<file path="src/hw/rtl/tlmc_pkg.sv">
// Shared types and constants for the traffic light mode controller.
package tlmc_pkg;

   localparam int CFG_WIDTH     = 16;
   localparam int CSR_IDX_WIDTH = 3;
   localparam int RSP_DEPTH     = 8;
   localparam int RSP_PTR_W     = $clog2(RSP_DEPTH);
   localparam int RSP_CNT_W     = RSP_PTR_W + 1;

   // Register indexes of the control port.
   localparam logic [CSR_IDX_WIDTH-1:0] CSR_RED_TIME     = 3'd0;
   localparam logic [CSR_IDX_WIDTH-1:0] CSR_AMBER_TIME   = 3'd1;
   localparam logic [CSR_IDX_WIDTH-1:0] CSR_GREEN_TIME   = 3'd2;
   localparam logic [CSR_IDX_WIDTH-1:0] CSR_BLINK_HALF   = 3'd3;
   localparam logic [CSR_IDX_WIDTH-1:0] CSR_STEADY_RPT   = 3'd4;

   localparam logic [CFG_WIDTH-1:0] RED_TIME_RST     = 16'd5000;
   localparam logic [CFG_WIDTH-1:0] AMBER_TIME_RST   = 16'd3000;
   localparam logic [CFG_WIDTH-1:0] GREEN_TIME_RST   = 16'd10000;
   localparam logic [CFG_WIDTH-1:0] BLINK_HALF_RST   = 16'd1000;
   localparam logic [CFG_WIDTH-1:0] STEADY_RPT_RST   = 16'd10000;

   // Input commands.
   localparam logic [1:0] CMD_TICK   = 2'd0;
   localparam logic [1:0] CMD_HOST   = 2'd1;
   localparam logic [1:0] CMD_BUTTON = 2'd2;

   localparam logic [1:0] BUTTON_NONE = 2'd3;

   // Lamp bits: 0 red, 1 amber, 2 green.
   localparam logic [2:0] LAMP_OFF   = 3'b000;
   localparam logic [2:0] LAMP_RED   = 3'b001;
   localparam logic [2:0] LAMP_AMBER = 3'b010;
   localparam logic [2:0] LAMP_GREEN = 3'b100;

   // ASCII codes.
   localparam logic [7:0] CH_T   = 8'h54;
   localparam logic [7:0] CH_1   = 8'h31;
   localparam logic [7:0] CH_3   = 8'h33;
   localparam logic [7:0] CH_R   = 8'h52;
   localparam logic [7:0] CH_Y   = 8'h59;
   localparam logic [7:0] CH_G   = 8'h47;
   localparam logic [7:0] CH_O   = 8'h4F;
   localparam logic [7:0] CH_U   = 8'h55;
   localparam logic [7:0] CH_K   = 8'h4B;
   localparam logic [7:0] CH_I   = 8'h49;
   localparam logic [7:0] CH_M   = 8'h4D;
   localparam logic [7:0] CH_A   = 8'h41;

   typedef enum logic [1:0] {
      MODE_NONE   = 2'd0,
      MODE_STEADY = 2'd1,
      MODE_BLINK  = 2'd2,
      MODE_CYCLE  = 2'd3
   } mode_type;

   typedef struct packed {
      logic [1:0] command;
      logic [7:0] host_byte;
      logic [1:0] button_index;
   } req_type;

   typedef struct packed {
      logic [7:0] message;
      logic [2:0] lamps;
      logic       last;
   } rsp_type;

   // Results of one transaction, pushed together into the response queue.
   typedef struct packed {
      logic [1:0] count;
      rsp_type    first;
      rsp_type    second;
   } push_type;

   function automatic logic [7:0] change_code(mode_type m);
      logic [7:0] code;
      case (m)
         MODE_STEADY: code = CH_U;
         MODE_BLINK:  code = CH_K;
         MODE_CYCLE:  code = CH_I;
         default:     code = CH_I;
      endcase
      return code;
   endfunction

endpackage

</file>
<file path="src/hw/rtl/tlmc_core.sv">
// Mode state, phase timer, control registers and per-transaction result logic.
module tlmc_core import tlmc_pkg::*; #(
   parameter int TIME_WIDTH = 16
) (
   input  logic                     clock,
   input  logic                     reset,
   input  logic                     csr_wr_en,
   input  logic [CSR_IDX_WIDTH-1:0] csr_index,
   input  logic [CFG_WIDTH-1:0]     csr_data,
   input  logic                     item_valid,
   input  req_type                  item,
   output push_type                 push
);

   logic [CFG_WIDTH-1:0] red_time_ff, amber_time_ff, green_time_ff;
   logic [CFG_WIDTH-1:0] blink_half_ff, steady_rpt_ff;

   mode_type              mode_ff, mode_in;
   logic                  host_ff, host_in;
   logic [2:0]            lamp_ff, lamp_in;
   logic [TIME_WIDTH-1:0] elapsed_ff, elapsed_in;

   logic [CFG_WIDTH-1:0]  len_sel;
   logic [TIME_WIDTH-1:0] phase_len;
   logic [TIME_WIDTH:0]   tick_sum;
   logic                  chg;
   mode_type              chg_mode;

   always_ff @(posedge clock) begin
      if (reset) begin
         red_time_ff   <= RED_TIME_RST;
         amber_time_ff <= AMBER_TIME_RST;
         green_time_ff <= GREEN_TIME_RST;
         blink_half_ff <= BLINK_HALF_RST;
         steady_rpt_ff <= STEADY_RPT_RST;
      end else if (csr_wr_en) begin
         case (csr_index)
            CSR_RED_TIME:   red_time_ff   <= csr_data;
            CSR_AMBER_TIME: amber_time_ff <= csr_data;
            CSR_GREEN_TIME: green_time_ff <= csr_data;
            CSR_BLINK_HALF: blink_half_ff <= csr_data;
            CSR_STEADY_RPT: steady_rpt_ff <= csr_data;
            default: ;
         endcase
      end
   end

   always_ff @(posedge clock) begin
      if (reset) begin
         mode_ff    <= MODE_CYCLE;
         host_ff    <= 1'b0;
         lamp_ff    <= LAMP_RED;
         elapsed_ff <= '0;
      end else begin
         mode_ff    <= mode_in;
         host_ff    <= host_in;
         lamp_ff    <= lamp_in;
         elapsed_ff <= elapsed_in;
      end
   end

   // Length of the current phase; cycle mode picks by the lit lamp, red first.
   always_comb begin
      case (mode_ff)
         MODE_STEADY: len_sel = steady_rpt_ff;
         MODE_BLINK:  len_sel = blink_half_ff;
         default: begin
            if (lamp_ff[0])      len_sel = red_time_ff;
            else if (lamp_ff[1]) len_sel = amber_time_ff;
            else if (lamp_ff[2]) len_sel = green_time_ff;
            else                 len_sel = red_time_ff;
         end
      endcase
   end

   assign phase_len = TIME_WIDTH'(len_sel);
   assign tick_sum  = {1'b0, elapsed_ff} + (TIME_WIDTH+1)'(1);

   always_comb begin
      mode_in    = mode_ff;
      host_in    = host_ff;
      lamp_in    = lamp_ff;
      elapsed_in = elapsed_ff;
      chg        = 1'b0;
      chg_mode   = MODE_CYCLE;
      push       = '0;

      if (item_valid) begin
         case (item.command)
            CMD_TICK: begin
               if (mode_ff != MODE_NONE) begin
                  if (tick_sum < {1'b0, phase_len}) begin
                     elapsed_in = tick_sum[TIME_WIDTH-1:0];
                  end else begin
                     elapsed_in = '0;
                     case (mode_ff)
                        MODE_STEADY: begin
                           lamp_in = LAMP_RED;
                           push.first.message = CH_R;
                        end
                        MODE_BLINK: begin
                           if (lamp_ff[1]) begin
                              lamp_in = LAMP_OFF;
                              push.first.message = CH_O;
                           end else begin
                              lamp_in = LAMP_AMBER;
                              push.first.message = CH_Y;
                           end
                        end
                        default: begin
                           if (lamp_ff[0]) begin
                              lamp_in = LAMP_AMBER;
                              push.first.message = CH_Y;
                           end else if (lamp_ff[1]) begin
                              lamp_in = LAMP_GREEN;
                              push.first.message = CH_G;
                           end else begin
                              lamp_in = LAMP_RED;
                              push.first.message = CH_R;
                           end
                        end
                     endcase
                     push.count       = 2'd1;
                     push.first.lamps = lamp_in;
                     push.first.last  = 1'b1;
                  end
               end
            end
            CMD_HOST: begin
               if (item.host_byte == CH_T) begin
                  host_in            = ~host_ff;
                  push.count         = 2'd1;
                  push.first.message = host_in ? CH_A : CH_M;
                  push.first.lamps   = lamp_ff;
                  push.first.last    = 1'b1;
               end else if (host_ff && item.host_byte >= CH_1 && item.host_byte <= CH_3) begin
                  chg      = 1'b1;
                  chg_mode = mode_type'(item.host_byte[1:0]);
               end
            end
            CMD_BUTTON: begin
               if (!host_ff && item.button_index != BUTTON_NONE) begin
                  chg      = 1'b1;
                  chg_mode = mode_type'(item.button_index + 2'd1);
               end
            end
            default: ;
         endcase

         // Mode change: lamps off with the change code, then the first report.
         if (chg) begin
            mode_in             = chg_mode;
            elapsed_in          = '0;
            lamp_in             = (chg_mode == MODE_BLINK) ? LAMP_AMBER : LAMP_RED;
            push.count          = 2'd2;
            push.first.message  = change_code(chg_mode);
            push.first.lamps    = LAMP_OFF;
            push.first.last     = 1'b0;
            push.second.message = (chg_mode == MODE_BLINK) ? CH_Y : CH_R;
            push.second.lamps   = lamp_in;
            push.second.last    = 1'b1;
         end
      end
   end

endmodule

</file>
<file path="src/hw/rtl/tlmc_rsp_fifo.sv">
// Response queue: takes up to two results per cycle, delivers one per cycle while popped.
module tlmc_rsp_fifo import tlmc_pkg::*; (
   input  logic                 clock,
   input  logic                 reset,
   input  push_type             push,
   input  logic                 pop,
   output logic                 head_valid,
   output rsp_type              head,
   output logic [RSP_CNT_W-1:0] level
);

   rsp_type                entry_ff [RSP_DEPTH];
   logic [RSP_PTR_W-1:0]   wr_ptr_ff, wr_ptr_in;
   logic [RSP_PTR_W-1:0]   rd_ptr_ff, rd_ptr_in;
   logic [RSP_CNT_W-1:0]   count_ff, count_in;
   logic [RSP_PTR_W-1:0]   wr_ptr_next;

   assign wr_ptr_next = wr_ptr_ff + RSP_PTR_W'(1);

   always_ff @(posedge clock) begin
      if (push.count != 2'd0) begin
         entry_ff[wr_ptr_ff] <= push.first;
      end
      if (push.count == 2'd2) begin
         entry_ff[wr_ptr_next] <= push.second;
      end
   end

   always_comb begin
      wr_ptr_in = wr_ptr_ff + RSP_PTR_W'(push.count);
      rd_ptr_in = rd_ptr_ff + RSP_PTR_W'(pop);
      count_in  = count_ff + RSP_CNT_W'(push.count) - RSP_CNT_W'(pop);
   end

   always_ff @(posedge clock) begin
      if (reset) begin
         wr_ptr_ff <= '0;
         rd_ptr_ff <= '0;
         count_ff  <= '0;
      end else begin
         wr_ptr_ff <= wr_ptr_in;
         rd_ptr_ff <= rd_ptr_in;
         count_ff  <= count_in;
      end
   end

   assign head_valid = (count_ff != '0);
   assign head       = entry_ff[rd_ptr_ff];
   assign level      = count_ff;

endmodule

</file>
<file path="src/hw/rtl/traffic_light_mode_controller_top.sv">
// Traffic light mode controller: input register, mode logic and response queue.
//
// Request channel (req_*): one transaction is a millisecond tick, a host byte
// or a button press. Response channel (rsp_*): ASCII report bytes with the
// lamp drive after each report; rsp_last marks the final response of a
// request. A tick or a 'T' gives at most one response, a mode change two.
// Control port (csr_*): writes the five timing registers; write only while
// no request is in flight.
//
// Path: an accepted request is captured in the input register, evaluated by
// the mode logic, and its results go into the response queue behind rsp_valid.
// Throughput: one request per cycle while the response queue (8 entries) has
// room for the two requests that may be in flight; responses leave one per
// cycle while rsp_stall is low, so a run of mode changes, two responses
// each, is paced by the response port.
// Reset: synchronous; restores the register defaults and enters cycle mode
// at the start of the red phase under manual control, queue empty.
// When the receiver asserts rsp_stall the head response holds; once the
// queue lacks room for two more results per pending request, req_stall
// rises and requests wait.
module traffic_light_mode_controller_top import tlmc_pkg::*; #(
   parameter int TIME_WIDTH = 16
) (
   input  logic                     clock,
   input  logic                     reset,
   input  logic                     req_valid,
   output logic                     req_stall,
   input  logic [1:0]               req_command,
   input  logic [7:0]               req_host_byte,
   input  logic [1:0]               req_button_index,
   output logic                     rsp_valid,
   input  logic                     rsp_stall,
   output logic [7:0]               rsp_message,
   output logic                     rsp_red_lamp,
   output logic                     rsp_amber_lamp,
   output logic                     rsp_green_lamp,
   output logic                     rsp_last,
   input  logic                     csr_wr_en,
   input  logic [CSR_IDX_WIDTH-1:0] csr_index,
   input  logic [CFG_WIDTH-1:0]     csr_data
);

   logic                 in_valid_ff, in_valid_in;
   req_type              in_item_ff;
   logic                 req_accept;
   push_type             push;
   rsp_type              head;
   logic                 head_valid;
   logic                 rsp_pop;
   logic [RSP_CNT_W-1:0] level;
   logic [RSP_CNT_W:0]   committed;

   // Room for two results from the registered request and two from a new one.
   assign committed   = {1'b0, level} + (in_valid_ff ? (RSP_CNT_W+1)'(2) : '0);
   assign req_stall   = committed > (RSP_CNT_W+1)'(RSP_DEPTH - 2);
   assign req_accept  = req_valid && !req_stall;
   assign in_valid_in = req_accept;

   always_ff @(posedge clock) begin
      if (reset) begin
         in_valid_ff <= 1'b0;
      end else begin
         in_valid_ff <= in_valid_in;
      end
   end

   always_ff @(posedge clock) begin
      if (req_accept) begin
         in_item_ff <= '{command: req_command, host_byte: req_host_byte,
                         button_index: req_button_index};
      end
   end

   tlmc_core #(
      .TIME_WIDTH(TIME_WIDTH)
   ) u_core (
      .clock      (clock),
      .reset      (reset),
      .csr_wr_en  (csr_wr_en),
      .csr_index  (csr_index),
      .csr_data   (csr_data),
      .item_valid (in_valid_ff),
      .item       (in_item_ff),
      .push       (push)
   );

   assign rsp_pop = head_valid && !rsp_stall;

   tlmc_rsp_fifo u_rsp_fifo (
      .clock      (clock),
      .reset      (reset),
      .push       (push),
      .pop        (rsp_pop),
      .head_valid (head_valid),
      .head       (head),
      .level      (level)
   );

   assign rsp_valid      = head_valid;
   assign rsp_message    = head.message;
   assign rsp_red_lamp   = head.lamps[0];
   assign rsp_amber_lamp = head.lamps[1];
   assign rsp_green_lamp = head.lamps[2];
   assign rsp_last       = head.last;

endmodule

</file>
<file path="config.mk">
export PLATFORM = sky130hd
export DESIGN_NAME = traffic_light_mode_controller_top
export DESIGN_NICKNAME = d
export VERILOG_FILES = /design/src/hw/rtl/tlmc_pkg.sv /design/src/hw/rtl/tlmc_core.sv /design/src/hw/rtl/tlmc_rsp_fifo.sv /design/src/hw/rtl/traffic_light_mode_controller_top.sv
export SDC_FILE = /design/constraint.sdc
export NUM_CORES = 1
export LEC_CHECK = 0
export BUFFER_PORTS_ARGS = -buffer_cell sky130_fd_sc_hd__buf_2
export CAP_MARGIN = 10
export CORE_MARGIN = 2
export CORE_UTILIZATION = 26
export CTS_CLUSTER_DIAMETER = 80
export DETAILED_ROUTE_END_ITERATION = 10
export SLEW_MARGIN = 30
export SYNTH_ARGS = -nofsm -noshare
export SYNTH_HDL_FRONTEND = slang
export SYNTH_SLANG_ARGS = --single-unit
</file>
<file path="constraint.sdc">
create_clock -name clock -period 7.25 [get_ports clock]
set_clock_uncertainty 0.2 [all_clocks]
set_input_delay 0.3625 -clock clock [delete_from_list [all_inputs] [get_ports clock]]
set_output_delay 0.3625 -clock clock [all_outputs]
set_load 0.02 [all_outputs]
</file>
* Word-level counts from Yosys, hierarchy flattened
Memories as Yosys holds them, arrays and structs flattened. A register that Yosys moved wholly into a read port is not among the register bits.
Cells that the tools add are included.
** Operators by class
- Add/sub/neg operators :: 8
- $lt $le $gt $ge :: 4
- Eq/ne operators :: 14
- Mux-type cells :: 46
- Bitwise logic cells :: 1
- Reduce and logical (&&, ||, !) cells :: 24
** Operators with widths (number)
- $mux W16 :: 7
- $mux W26 :: 2
- $pmux W16 S2 :: 1
- $pmux W14 S2 :: 1
- $mux W13 :: 2
- $mux W3 :: 7
- $add A16 B1 Y17 const B :: 1
- $lt A17 B16 Y1 :: 1
- $pmux W8 S2 :: 1
- $mux W14 :: 1
- $mux W2 :: 7
- $reduce_and A2 Y1 :: 6
- $mux W5 :: 2
- $pmux W5 S2 :: 1
- $eq A2 B2 Y1 const B :: 4
- $eq A8 B7 Y1 const B :: 1
- $ge A8 B6 Y1 const B :: 1
- $le A8 B6 Y1 const B :: 1
- $mux W1 :: 8
- $mux W4 :: 2
- $mux W8 :: 1
- $reduce_bool A2 Y1 :: 4
- $eq A2 B1 Y1 const B :: 3
- $eq A3 B2 Y1 const B :: 2
- 22 further kinds :: 30
** Storage, ports and cells
- Register bits :: 125
- Bits in writable memories :: 96
- Input bits :: 36
- Output and inout port bits :: 14
- Word-level logic and storage cells :: 114
- Memories :: 1
** Memories
- u_rsp_fifo.entry_ff :: words 8, width 12, rd ports 1, clocked after Yosys merged registers in 1, write ports 2, line tlmc_rsp_fifo.sv:12 : rsp_type entry_ff [RSP_DEPTH];

* Longest topological paths before layout
Gate-level depths: netlist (run 1).
- Depth in word-level cells :: 14
- Depth in mapped cells :: 21
- Depth with buffers taken out :: 18

* Modules after synthesis
From an unflattened synthesis (run 1), not the netlist that was laid out.
** Second synthesis, totals
- Cells, all modules :: 1091
- Area, all modules :: 11507.3 sq um
** By module, submodules not included
- tlmc_core :: instances 1, cells each 741, area each 5544.1 sq um, sequential area each 2042.0 sq um
- tlmc_rsp_fifo :: instances 1, cells each 325, area each 5494.0 sq um, sequential area each 3083.0 sq um
- traffic_light_mode_controller_top :: instances 1, cells each 25, area each 469.2 sq um, sequential area each 380.4 sq um

* Least setup slack after synthesis (run 1)
No wires, ideal clock.
- Kind :: flip-flop to flip-flop
- Start point :: register u_core.lamp_ff[1]
- End point :: register u_rsp_fifo.wr_ptr_ff[2]
- Arrival :: 3749 ps
- Data required time :: 6922 ps
- Slack :: 3174 ps
- Stages on the path, launching flop included :: 21
- Period minus slack after synthesis :: 4076 ps
- Cells stage by stage :: dfxtp_1 clkbuf_1 clkbuf_1 clkbuf_1 a22oi_1 o21ai_0 a21oi_1 ha_1 nand4_1 nor4_1 o311ai_1 and4b_1 a21oi_2 buf_6 o21ai_2 inv_1 ha_1 inv_1 fa_1 xor2_1 nor2_1
** Between the ends
- Word-level cells in the longest chain between the ends :: 10
** RTL lines
- from (decl) :: line tlmc_core.sv:20 : logic [2:0] lamp_ff, lamp_in;
- from (signal assigned) :: line tlmc_core.sv:57 : lamp_ff <= lamp_in;
- $mux W16 :: line tlmc_core.sv:69 : else if (lamp_ff[1]) len_sel = amber_time_ff;
- $mux W16 :: line tlmc_core.sv:68 : if (lamp_ff[0]) len_sel = red_time_ff;
- $pmux W16 S2 :: line tlmc_core.sv:64 : case (mode_ff)
- $lt A17 B16 Y1 :: line tlmc_core.sv:92 : if (tick_sum < {1'b0, phase_len}) begin
- $mux W13 :: line tlmc_core.sv:92
- $mux W14 :: line tlmc_core.sv:91 : if (mode_ff != MODE_NONE) begin
- $pmux W14 S2 :: line tlmc_core.sv:89 : case (item.command)
- $mux W26 :: line tlmc_core.sv:151 : if (chg) begin
- $mux W26 :: line tlmc_core.sv:88 : if (item_valid) begin
- $add A3 B2 Y3 :: line tlmc_rsp_fifo.sv:30 : wr_ptr_in = wr_ptr_ff + RSP_PTR_W'(push.count);
- to (signal assigned) :: line tlmc_rsp_fifo.sv:41 : wr_ptr_ff <= wr_ptr_in;
- to (decl) :: line tlmc_rsp_fifo.sv:13 : logic [RSP_PTR_W-1:0] wr_ptr_ff, wr_ptr_in;
No other way between the ends.
A chain may end at the register's enable or synchronous reset.

* Worst setup path in the final report (run 1)
- Start point :: register u_core.mode_ff[0]
- End point :: register u_rsp_fifo.wr_ptr_ff[2]
** Between the ends
- Word-level cells in the longest chain between the ends :: 9
- Elaborated cells on any way between the ends :: 11
- Classes of those cells :: 1 x add/sub; 1 x order compare; 2 x eq/ne; 6 x mux; 1 x reduce/logical
** RTL lines
- from (decl) :: line tlmc_core.sv:18 : mode_type mode_ff, mode_in;
- from (signal assigned) :: line tlmc_core.sv:55 : mode_ff <= mode_in;
- $eq A2 B2 Y1 or $eq A2 B1 Y1 (tied branches) :: line tlmc_core.sv:64
- $pmux W16 S2 :: line tlmc_core.sv:64
- $lt A17 B16 Y1 :: line tlmc_core.sv:92
- $mux W13 :: line tlmc_core.sv:92
- $mux W14 * :: line tlmc_core.sv:91
- $pmux W14 S2 * :: line tlmc_core.sv:89
- $mux W26 * :: line tlmc_core.sv:151
- $mux W26 * :: line tlmc_core.sv:88
- $add A3 B2 Y3 * :: line tlmc_rsp_fifo.sv:30
Every way passes the cells marked *; elsewhere a longest branch is shown, timed or not.

==> impl.org, run 1 <==
** Yosys
- By area the synthesized netlist is led by dfxtp_1, edfxtp_1, nand2_1.
- Synthesized instance count :: around 1100
- Averaged over all synthesized cells, the footprint is ~9.5 µm².
- Synthesized area :: a little over 0.01 mm²
- In the synthesized netlist, the cells that appear most often are nand2_1, dfxtp_1, a21oi_1, edfxtp_1, o21ai_0.
- The synthesized design contains roughly 210 register bits.
- The most common cell in the synthesized netlist is nand2_1.
- The synthesized netlist contains 69 unique library cells.
- Synth async-reset ratio :: 0%
- The biggest area contributor in the post-synthesis netlist is dfxtp_1.
- Portion of synthesized cell area occupied by the leading cell type :: approximately 25%
- Among all flip-flop cells after synthesis, the most frequent one is dfxtp_1.
- Synth Warn # :: 0
- Sequential fraction of the synthesis area :: roughly 48%
- Counting flops with a built-in enable in the synthesized netlist gives 76.

** Clocking
- Post-CTS Hold Buffers :: 29
- In this run the number of H-tree levels came out at 1.
- Clock Pin Slew Worst Setup and Hold Paths :: approximately 0.060 ns
- For this design, the sink count on the clock tree is a little over 200.
- Buffers inserted during clock tree synthesis total 23.
- Post-CTS setup buffers :: 0
- The tree is rooted in a clkbuf_16.
- Number of buffers on the longest clock path :: 3
- TritonCTS clock tree :: built
- Worst-Skew Late Latency :: around 0.5 ns
- Gates resized during post-CTS repair numbered 0.

** Timing
- Final hold violations :: 0
- In the final timing run, aggregate negative setup slack is 0 ns.
- Dividing the final minimum period by the clock period gives between 70% and 80%.
- Setup violations remaining at the end of the flow were counted as 0.
- The clock period could shrink to approximately 5.2 ns.
- Slew at the pin closest to its max-slew limit :: 1.03 ns
- For this run, the top clock speed supported by timing is 191 MHz.
- The count of final max-slew check failures came to 0.
- Worst Hold Slack :: 0.166 ns
- Setup repair after global routing left no endpoint under its margin.
- In this run the tightest slew margin relative to its limit is between 30 and 40%.

** Critical path
- Among cell families on the critical path, the largest total delay comes from adder cells.
- The setup path with the least slack is of type reg2reg.
- Slowest cell on the critical path :: inv_1
- STA puts the critical path data required time at ~7.4 ns.
- Cell Chain, Critical Path :: inv_1, ha_1, inv_1, a21oi_1, ha_1, nand4_1, nor4_1, o311ai_1, and4b_1, a21oi_2, o21ai_2, inv_1, ha_1, inv_1, fa_1, xor2_1, nor2_1
- STA classifies the critical path endpoint as a register.
- Data arrival at the endpoint of the critical path :: ~5.4 ns
- Number of buffers and inverters on the critical path :: 4
- In this design, the stage delay of the slowest critical-path cell is approximately 0.68 ns.
- By instance count, the cell type seen most on the critical path is inv_1.
- Element type at the critical path start :: register
- Highest net fanout along the worst path :: 33

** Pwr
- VDD sags by at most around 150 µV.
- Total power of the final layout :: around 0.0029 W
- Cell area power density :: ~240 mW/mm²
- Static leakage power :: about 4.5 nW

** Routing
- The first routing iteration left between 600 and 700 violations.
- After detailed routing, the average wire length per cell comes to approximately 16 µm.
- Number of nets still failing antenna checks after routing :: 0
- Total via count in the routed design :: approximately 8000
- Routed vias/inst :: 4.84
- Total Wirelength :: 26500 µm
- Drt pass-1 iters :: 5
- After detailed routing, the number of remaining DRC violations is 0.

** Floorplanning
- Vertical die dimension :: between 200 and 250 µm
- The die is 202 µm wide.
- The initialized floorplan defines 72 standard-cell rows.
- Core region area :: approximately 0.039 mm²
- Initial core utilization :: 26.4%
- The floorplan step defined a die boundary enclosing a little over 0.04 mm².
- 50 I/O pins were placed.

** Final layout
- The number of antenna diodes in the final layout is 0.
- Layout Nets :: approximately 1200
- Share of post-route cells with drive strength above 1 :: 13.0%
- Area added between synthesis and finish :: 16.4%

** GRT
- Largest net degree at the start of global routing :: 85
- Aggregate global routing overflow :: 0
- Initial antenna violation count :: 0
- For this run, the total global-route usage over all layers was measured as ~13%.
- The number of global-route vias before repair is between 7000 and 8000.
- The first global-routing pass estimated about 43000 µm of wire.

** Placement
- IO buf count :: 47
- After legalization and detailed placement, the total HPWL measured ~18000 µm.
- At the end of routability-driven placement, the weighted congestion stood at 0.812.

** Outcome
- Status :: finished clean

** Min path
- Worst min-delay path category :: in2reg

** Job
- The tool flagged a number of max-cap violations equal to 0.
==> per-layer routing <==
layer / up-vias / global-route usage (%) / share of wire [%]
li1: 3911 / - / -
met1: 3863 / 18.1 / 47
met2: 213 / 20.8 / 46
met3: 33 / 2.52 / 5.7
met4: 0 / 2.81 / 1.8
met5: - / 0 / 0
==> per-stage QoR <==
stage	util (%)	cell area [µm²]	instances	setup WS, ns
global route	30.7	11900	1657	1.58
CTS	30.6	11800	1655	1.73
detailed placement	28.0	10800	1584	1.76
floorplan	-	10200	1078	3.17
global placement	28.0	10800	1584	1.97
finish	30.7	11900	1657	2.03
==> logic make-up (layout without fill, tap and decap cells) <==
| family | after synthesis | count (layout) | share of synthesized area, % |
|---|---|---|---|
| simple gates | 427 | 427 | 18.9 |
| compound gates | 232 | 232 | 14.3 |
| flops | 205 | 205 | 47.7 |
| buf+inv | 89 | 150 | 3.81 |
| mux | 48 | 48 | 7.29 |
| fa+ha+maj | 38 | 38 | 4.81 |
| xor+xnor | 37 | 37 | 3.18 |
| other cells | 1 | 2 | 0.0368 |
==> path summary, 6_finish.rpt <==
path | endpoint | cells after the start | from | slack [ns]
worst max-delay path | u_rsp_fifo.wr_ptr_ff[2] | 17 | u_core.mode_ff[0] | 2.03
worst min-delay path | u_rsp_fifo.wr_ptr_ff[1] | 3 | reset | 0.17
worst max register to register | u_rsp_fifo.wr_ptr_ff[2] | 17 | u_core.mode_ff[0] | 2.03
worst min register to register | u_core.steady_rpt_ff[1] | 2 | u_core.steady_rpt_ff[1] | 0.25
==> state kept, by name, summed over array words and instances (netlist names), 4 cells and up <==
| name | cells |
|---|---|
| u_core.elapsed_ff | 16 |
| u_core.blink_half_ff | 16 |
| u_core.red_time_ff | 16 |
| u_core.amber_time_ff | 16 |
| u_core.green_time_ff | 16 |
| u_rsp_fifo.entry_ff | 80 |
| u_core.steady_rpt_ff | 16 |
| u_rsp_fifo.level | 4 |
| in_item_ff | 12 |
==> report_power, final <==
group	switching, W	internal, W	total [W]
Combinational	0.000308	0.000205	0.000513
Clock	0.000460	0.000640	0.00110
Sequential	0.0000327	0.00124	0.00127
==> layout make-up <==
type,instances,area [µm²]
clock inverters,5,32.5
well taps,518,648
fillers,4049,26800
inverters,24,90.1
flip-flops and latches,205,4860
clock buffers,37,678
repair buffers,84,603
multi-input cells,784,4960
==> placed cells by master, fill, tap and decap left out, drive strengths merged, types with 20 or more instances in the layout <==
master	n
o21ai	67
ha	36
inv	26
nor2	54
clkbuf	38
dlygate4sd3	29
nand3	45
xnor2	21
nand2	241
a21oi	86
buf	54
dfxtp	129
mux4	20
nor3	26
edfxtp	76
a22oi	30
==> worst reg2reg max path, cell delays in order, from the launching register on <==
cell      delay, ns
dfxtp_1        0.35
inv_1          0.07
ha_1           0.41
inv_1          0.68
a21oi_1        0.19
ha_1           0.37
nand4_1        0.13
nor4_1         0.49
o311ai_1       0.18
and4b_1        0.25
a21oi_2        0.65
o21ai_2        0.22
inv_1          0.14
ha_1           0.15
inv_1          0.05
fa_1           0.37
xor2_1         0.15
nor2_1         0.06
(Power assumes the default switching activity.)
==> run 2: changes to the inputs <==
==> constraint.sdc (replaced) <==
create_clock -name clock -period 4.85 [get_ports clock]
set_clock_uncertainty 0.2 [all_clocks]
set_input_delay 0.2425 -clock clock [delete_from_list [all_inputs] [get_ports clock]]
set_output_delay 0.2425 -clock clock [all_outputs]
set_load 0.02 [all_outputs]
==> run 2 against run 1 <==
Compared with the run above: maximum frequency up 16%; total power up 53%; largest power group unchanged; critical endpoint is now u_rsp_fifo.entry_ff[2][8]; first-iteration DRC count down 4.9%; via count up 3.1%; utilization up 0.22 points; die area unchanged; worst setup slack worse by 1.7 ns; hold slack worse by 0.12 ns.
==> impl.org, run 2 (same netlist as run 1, synthesis figures left out) <==
** Job
- The max-capacitance violation count is 0 (unchanged).

** Clocking
- TritonCTS clock tree :: built (unchanged)
- CTS buffer count :: 25 (was 23)
- The insertion delay to the later sink of the worst-skew pair came to 0.52 ns (was 0.51 ns).
- The number of levels the H-tree was split into was 1 (unchanged).
- The clock sink total was 205 (unchanged).
- Number of buffers on the longest clock path :: 3 (unchanged)
- The post-CTS repair timing setup buffer count was 0 (unchanged).
- The register clock-pin slew on the reported worst setup and hold paths came to 0.06 ns (about the same).
- Master cell of the clock root buffer :: clkbuf_16 (unchanged)

** Timing
- Share of the clock period used by the worst path :: 92.8% (was 72.0%)
- Slew Limit Headroom :: 35.3% (was 31.3%)
- Number of slew-limit violations in the final report :: 0 (unchanged)
- Unrepaired setup endpoints after global routing: false (unchanged).
- The transition at the pin with the smallest max-transition slack is 0.970 ns (was 1.03 ns).
- The final-report setup violation count came to 0 (unchanged).
- The number of failing hold endpoints at the final stage is 0 (unchanged).
- Maximum frequency from static timing analysis :: 222 MHz (was 191 MHz)
- Period minus WS final :: 4.50 ns (was 5.22 ns)
- The accumulated negative setup slack was 0 ns (unchanged).

** GRT
- The number of global-route vias before repair was 7957 (was 7837).
- The total routing usage reported by global routing was 13.4% (was 13.0%).
- The number of antenna violations at the first check in global routing was 0 (unchanged).
- Aggregate global routing overflow :: 0 (unchanged)
- Largest net degree at the start of global routing :: 84 (was 85)
- Wire length of the first global-routing pass :: 44400 µm (was 43200 µm)

** Critical path
- Required time of the critical path :: 5.00 ns (was 7.43 ns)
- The longest individual stage delay on the worst path is 0.45 ns (was 0.68 ns).
- The cell repeated most along the worst path is nand4_1 (was inv_1).
- Slowest cell on the critical path :: nor4_1 (was inv_1)
- Worst setup path class :: reg2reg (unchanged)
- Gate family responsible for the most delay along the worst path :: simple AND/OR/NAND/NOR gates (was adder cells)
- Number of buffers and inverters on the critical path :: 2 (was 4)
- The critical path startpoint category is a register (unchanged).
- Cell Chain, Critical Path: and3_1, nand4_1, nor3_1, xor2_1, ha_1, nand4_1, nor4_1, o311ai_1, and4b_1, a21oi_2, buf_4, a32oi_1, clkbuf_2, o21ai_0 (was inv_1, ha_1, inv_1, a21oi_1, ha_1, nand4_1, nor4_1, o311ai_1, and4b_1, a21oi_2, o21ai_2, inv_1, ha_1, inv_1, fa_1, xor2_1, nor2_1).
- The endpoint type of the worst setup path was a register (unchanged).
- The maximum fanout encountered on the critical timing path is 19 (was 33).
- The arrival time of data at the critical path endpoint is 4.65 ns (was 5.40 ns).

** Floorplanning
- The starting density of the core is 26.4% (unchanged).
- Number of top-level pins :: 50 (unchanged)
- The die span in y came to 202 µm (unchanged).
- The die width is 202 µm (unchanged).
- Die footprint :: 0.0408 mm² (unchanged)
- FP Rows :: 72 (unchanged)
- The area of the core was 0.0386 mm² (unchanged).

** Final layout
- Share of post-route cells with drive strength above 1 :: 13.8% (was 13.0%)
- Area added between synthesis and finish :: 17.2% (was 16.4%)
- The number of inserted diodes came to 0 (unchanged).
- The number of flip-flops under the largest register name came to 80 (unchanged).
- The register ranked first by flip-flop count is u_rsp_fifo.entry_ff (unchanged).
- The number of nets in the final layout is 1206 (was 1196).
- The number of standard cells in the final layout excluding fillers came to 1668 (was 1657).
- The most frequent standard cell in the layout excluding fill and tap cells is nand2_1 (unchanged).
- Leading cell types in the layout, fill and taps excluded :: nand2_1, dfxtp_1, a21oi_1 (unchanged)

** Pwr
- The static leakage was 4.51 nW (was 4.46 nW).
- The highest ir drop seen on vdd was 217 µV (was 151 µV).
- Cell area power density :: 369 mW/mm² (was 243 mW/mm²)

** Routing
- The routed wire length came to 27500 µm (was 26500 µm).
- The per-cell via count in the routed design was 4.96 (was 4.84).
- The post-detailed-route DRC marker count came to 0 (unchanged).
- The length of the first detailed-routing pass in iterations is 6 (was 5).
- The number of DRC markers in iteration 0 was 660 (was 694).
- Number of nets still failing antenna checks after routing :: 0 (unchanged)
- The total number of vias came to 8267 (was 8020).
- Avg WL per Cell :: 16.5 µm (was 16.0 µm)

** Outcome
- Status: finished clean (unchanged).

** Placement
- The half-perimeter wire length of the detailed placement result is 18400 µm (was 18200 µm).
- The placer congestion estimate came to 0.848 (was 0.812).
- Dpl cells :: 1592 (was 1584)
- IO buf count :: 47 (unchanged)

** Min path
- Worst min-delay path category :: in2reg (unchanged)
## run 2: changes by cell type in the layout (fill, tap and decap cells not counted), moves of 2 or more
cell       change
inv_6          -2
clkbuf_16      +2
buf_4          +8
inv_8          +2
clkinv_4       +2
clkbuf_8       -5
## run 2: tightest hold or removal path, cell delays in order
cell,delay (ns)
buf_2,0.14
nor2_2,0.16
nand2_1,0.11
a21oi_1,0.05
## run 2: final cells by class
class,count,area [µm²]
well taps,518,648
clock buffers,35,663
clock inverters,10,93.8
fillers,4014,26700
repair buffers,92,641
flip-flops and latches,205,4870
multi-input cells,784,4960
inverters,24,90.1
## run 2: stage by stage
stage / power [W] / hold WS, ns / area [µm²] / worst slack (ns) / util, %
after CTS: 0.00445 / 0.0161 / 11900 / 0.251 / 30.9
after detailed placement: 0.00268 / 0.221 / 10900 / 0.279 / 28.2
final: 0.00441 / 0.0409 / 12000 / 0.347 / 30.9
after floorplan: 0.00246 / 0.141 / 10200 / 0.774 / -
after global routing: 0.00461 / 0.0708 / 12000 / 0.0318 / 30.9
after global placement: 0.00266 / 0.220 / 10900 / 0.444 / 28.2
## run 2: final timing paths
check                                            endpoint  slack (ns)  cells after the start                startpoint
worst min register to register   u_core.steady_rpt_ff[15]        0.25                      2  u_core.steady_rpt_ff[15]
worst max-delay path            u_rsp_fifo.entry_ff[2][8]        0.35                     14      u_core.elapsed_ff[5]
worst max register to register  u_rsp_fifo.entry_ff[2][8]        0.35                     14      u_core.elapsed_ff[5]
worst min-delay path              u_core.green_time_ff[6]        0.04                      4              csr_index[0]
## run 2: where the power goes
group          switching (W)  leakage (nW)  internal, W  total [W]
clock               0.000731         0.372      0.00101    0.00175
combinational       0.000442          2.33     0.000306   0.000748
sequential         0.0000660          1.81      0.00185    0.00192
total                0.00124          4.51      0.00317    0.00441
## run 2: timing repair
item / in CTS / in global routing
endpoints found under the setup margin: 0 / 19
hold buffers: 29 / 0
endpoints found under the hold margin: 93 / 0
gates resized for setup: 0 / 1
## run 2: per-layer routing
layer  GRT usage, %  wire (µm)  vias up  part of all wire, %
met2           21.3      12600      313                   46
met4           2.76        450        0                  1.6
met1           19.0      12400     3982                   45
met3           2.19       1940       38                  7.1
met5              0          0        -                    0
li1               -          -     3934                    -
==> run 3: changes to the inputs <==
--- a/config.mk
+++ b/config.mk
@@ -8,9 +8,10 @@
 export BUFFER_PORTS_ARGS = -buffer_cell sky130_fd_sc_hd__buf_2
 export CAP_MARGIN = 10
 export CORE_MARGIN = 2
-export CORE_UTILIZATION = 26
+export CORE_UTILIZATION = 50
 export CTS_CLUSTER_DIAMETER = 80
 export DETAILED_ROUTE_END_ITERATION = 10
+export PLACE_DENSITY = 0.67
 export SLEW_MARGIN = 30
 export SYNTH_ARGS = -nofsm -noshare
 export SYNTH_HDL_FRONTEND = slang
==> run 3 against run 2 <==
Compared with the run above: register-to-register slack better by 0.04 ns; count of clock-buffer cells in the layout down 6; sequential share of layout area up 1.4 points; utilization up 27 points; combinational power down 5.1%; first-iteration DRC count down 2.0%; total power down 3.8%.
==> impl.org, run 3 (same netlist as run 1, synthesis figures left out) <==
** Timing
- The transition at the pin with the smallest max-transition slack is 0.940 ns (was 0.970 ns).
- Unrepaired setup endpoints after global routing: false (unchanged).
- The relative max-transition margin was 37.1% (was 35.3%).
- Setup-failing EPs final :: 0 (unchanged)
- Final total negative setup slack :: 0 ns (unchanged)
- The post-layout minimum cycle time was 4.46 ns (was 4.50 ns).
- Maximum frequency from static timing analysis :: 224 MHz (was 222 MHz)
- The count of final max-slew check failures came to 0 (unchanged).
- Worst Hold Slack :: 0.0548 ns (was 0.0409 ns)
- The number of failing hold endpoints at the final stage is 0 (unchanged).
- Share of the clock period used by the worst path :: 92.0% (was 92.8%)

** Clocking
- TritonCTS clock tree :: built (unchanged)
- The number of levels the H-tree was split into was 1 (unchanged).
- The number of buffers added by the clock tree synthesis step came to 22 (was 25).
- Master cell of the clock root buffer :: clkbuf_16 (unchanged)
- Number of sinks driven by the clock tree :: 205 (unchanged)
- The insertion delay to the later sink of the worst-skew pair came to 0.50 ns (was 0.52 ns).
- The number of instances resized during post-cts repair came to 0 (unchanged).
- The register clock-pin slew on the reported worst setup and hold paths is 0.06 ns (about the same).
- Number of buffers on the longest clock path :: 3 (unchanged)

** Critical path
- Element type at the critical path start :: register (unchanged)
- The worst-case reg-to-reg path depth came to 13 (was 14).
- Cell Chain, Critical Path :: inv_1, ha_1, inv_1, a21oi_1, ha_1, nand4_1, nor4_1, o311ai_1, and4b_1, a21oi_2, buf_4, o21ai_2, nand2_1 (was and3_1, nand4_1, nor3_1, xor2_1, ha_1, nand4_1, nor4_1, o311ai_1, and4b_1, a21oi_2, buf_4, a32oi_1, clkbuf_2, o21ai_0)
- Slowest cell on the critical path :: inv_1 (was nor4_1)
- The critical path class is reg2reg (unchanged).
- Gate family responsible for the most delay along the worst path :: simple AND/OR/NAND/NOR gates (unchanged)
- The number of cells on the critical path came to 13 (was 14).
- The setup slack of the most critical reg-to-reg path is 0.39 ns (was 0.35 ns).
- The endpoint type of the worst setup path is a register (unchanged).
- Data arrival at the endpoint of the critical path :: 4.42 ns (was 4.65 ns)
- Worst flop-to-flop path startpoint :: u_core.mode_ff[0] (was u_core.elapsed_ff[5])
- Highest net fanout along the worst path :: 28 (was 19)
- Delay of the slowest cell on the worst path :: 0.55 ns (was 0.45 ns)
- Required time of the critical path :: 4.80 ns (was 5.00 ns)
- Number of buffers and inverters on the critical path :: 3 (was 2)
- The critical path launch point is u_core.mode_ff[0] (was u_core.elapsed_ff[5]).

** Routing
- The routed length on met1 was 11400 µm (was 12400 µm).
- Total via count in the routed design :: 8087 (was 8267)
- Routed vias/inst :: 5.72 (was 4.96)
- Routed wl met2 :: 12700 µm (was 12600 µm)
- Avg WL per Cell :: 18.2 µm (was 16.5 µm)
- The post-detailed-route DRC marker count came to 0 (unchanged).
- The length of the first detailed-routing pass in iterations is 6 (unchanged).
- The uppermost metal layer occupied by signal nets is met4 (unchanged).
- Number of nets still failing antenna checks after routing :: 0 (unchanged)
- Total Wirelength :: 25700 µm (was 27500 µm)
- The number of DRC markers in iteration 0 is 647 (was 660).
- The met3 routed wirelength came to 1350 µm (was 1940 µm).

** Pwr
- The switching power came to 0.00116 W (was 0.00124 W).
- The highest ir drop seen on vdd came to 202 µV (was 217 µV).
- The internal power came to 0.00308 W (was 0.00317 W).
- Power share of the clock group :: 37.6% (was 39.6%)
- The overall power was 0.00424 W (was 0.00441 W).
- The total power per unit cell area was 367 mW/mm² (was 369 mW/mm²).
- Fraction of power consumed by combinational cells :: 16.7% (was 17.0%)
- The fraction of power consumed by sequential logic is 45.6% (was 43.4%).
- Static leakage power :: 4.49 nW (was 4.51 nW)
- Switching Share :: 27.3% (was 28.1%)

** Floorplanning
- Die footprint :: 0.0216 mm² (was 0.0408 mm²)
- FP Rows :: 52 (was 72)
- The total I/O pin count came to 50 (unchanged).
- Core region area :: 0.0201 mm² (was 0.0386 mm²)
- Initial core utilization :: 50.7% (was 26.4%)
- Vertical die dimension :: 147 µm (was 202 µm)
- The die width is 147 µm (was 202 µm).

** Final layout
- The number of inserted diodes came to 0 (unchanged).
- Area added between synthesis and finish :: 13.4% (was 17.2%)
- Most flop-heavy register :: u_rsp_fifo.entry_ff (unchanged)
- The number of flip-flops under the largest register name is 80 (unchanged).
- Most common cell after layout, fill and taps aside :: nand2_1 (unchanged)
- The number of nets in the final layout is 1203 (was 1206).
- Share of post-route cells with drive strength above 1 :: 13.2% (was 13.8%)
- Leading cell types in the layout, fill and taps excluded :: nand2_1, dfxtp_1, a21oi_1 (unchanged)

** GRT
- The leftover overflow at the end of global routing is 0 (unchanged).
- Via count of the first global-routing pass :: 7848 (was 7957)
- Initial antenna violation count :: 0 (unchanged)
- The largest net degree at the start of global routing came to 84 (unchanged).
- Wire length of the first global-routing pass :: 42000 µm (was 44400 µm)
- Total global routing track utilization :: 24.1% (was 13.4%)

** Placement
- The half-perimeter wire length of the detailed placement result was 17400 µm (was 18400 µm).
- The port buffer count was 47 (unchanged).
- The placer congestion estimate was 0.891 (was 0.848).

** Outcome
- Status :: finished clean (unchanged)

** Min path
- WHS Path Cells :: 4 (unchanged)
- The source of the worst hold timing path was reset (was csr_index[0]).
- The worst hold path class is in2reg (unchanged).

** Job
- The max-capacitance violation count was 0 (unchanged).
run 3: path summary, 6_finish.rpt:
check / endpoint
hold reg to reg: u_core.red_time_ff[6]
hold / removal: u_core.amber_time_ff[11]
setup reg to reg: u_rsp_fifo.entry_ff[1][1]
setup / recovery: u_rsp_fifo.entry_ff[1][1]
run 3: power by group through the flow:
stage	logic, W	registers, W	clock network (W)
detailed placement	0.000690	0.00198	0
global route	0.000786	0.00195	0.00169
global placement	0.000685	0.00197	0
finish	0.000710	0.00194	0.00160
CTS	0.000714	0.00194	0.00162
floorplan	0.000548	0.00192	0
run 3: final cells by class:
cell class	instances	area (µm²)
clock inverter	9	67.6
multi-input combinational	784	4950
sequential	205	4870
tap	270	338
clock buffer	29	608
inverter	24	90.1
timing repair buffer	92	651
fill	1761	8530
run 3: stage by stage:
step | instance area (µm²) | util [%] | instances | worst slack, ns
after detailed placement | 10600 | 52.7 | 1344 | 0.405
after CTS | 11600 | 57.6 | 1413 | 0.401
after global routing | 11600 | 57.6 | 1413 | 0.0200
final | 11600 | 57.6 | 1413 | 0.386
after global placement | 10600 | 52.6 | 1344 | 0.476
after floorplan | 10200 | - | 1078 | 0.774
run 3: per-layer routing:
layer	up-vias	track usage [%]
met3	31	3.07
met2	240	42.2
li1	3922	-
met4	0	4.81
met5	-	0
met1	3894	32.4
run 3: what timing repair did:
| item | in CTS | in global routing |
|---|---|---|
| hold buffers | 31 | 0 |
| setup buffers | 0 | 0 |
| hold endpoints to repair | 93 | 0 |
run 3: worst min-delay path: cells and delay by family:
kind	cells	cell delay (ns)
simple gates	1	0.11
buf+inv	3	0.36
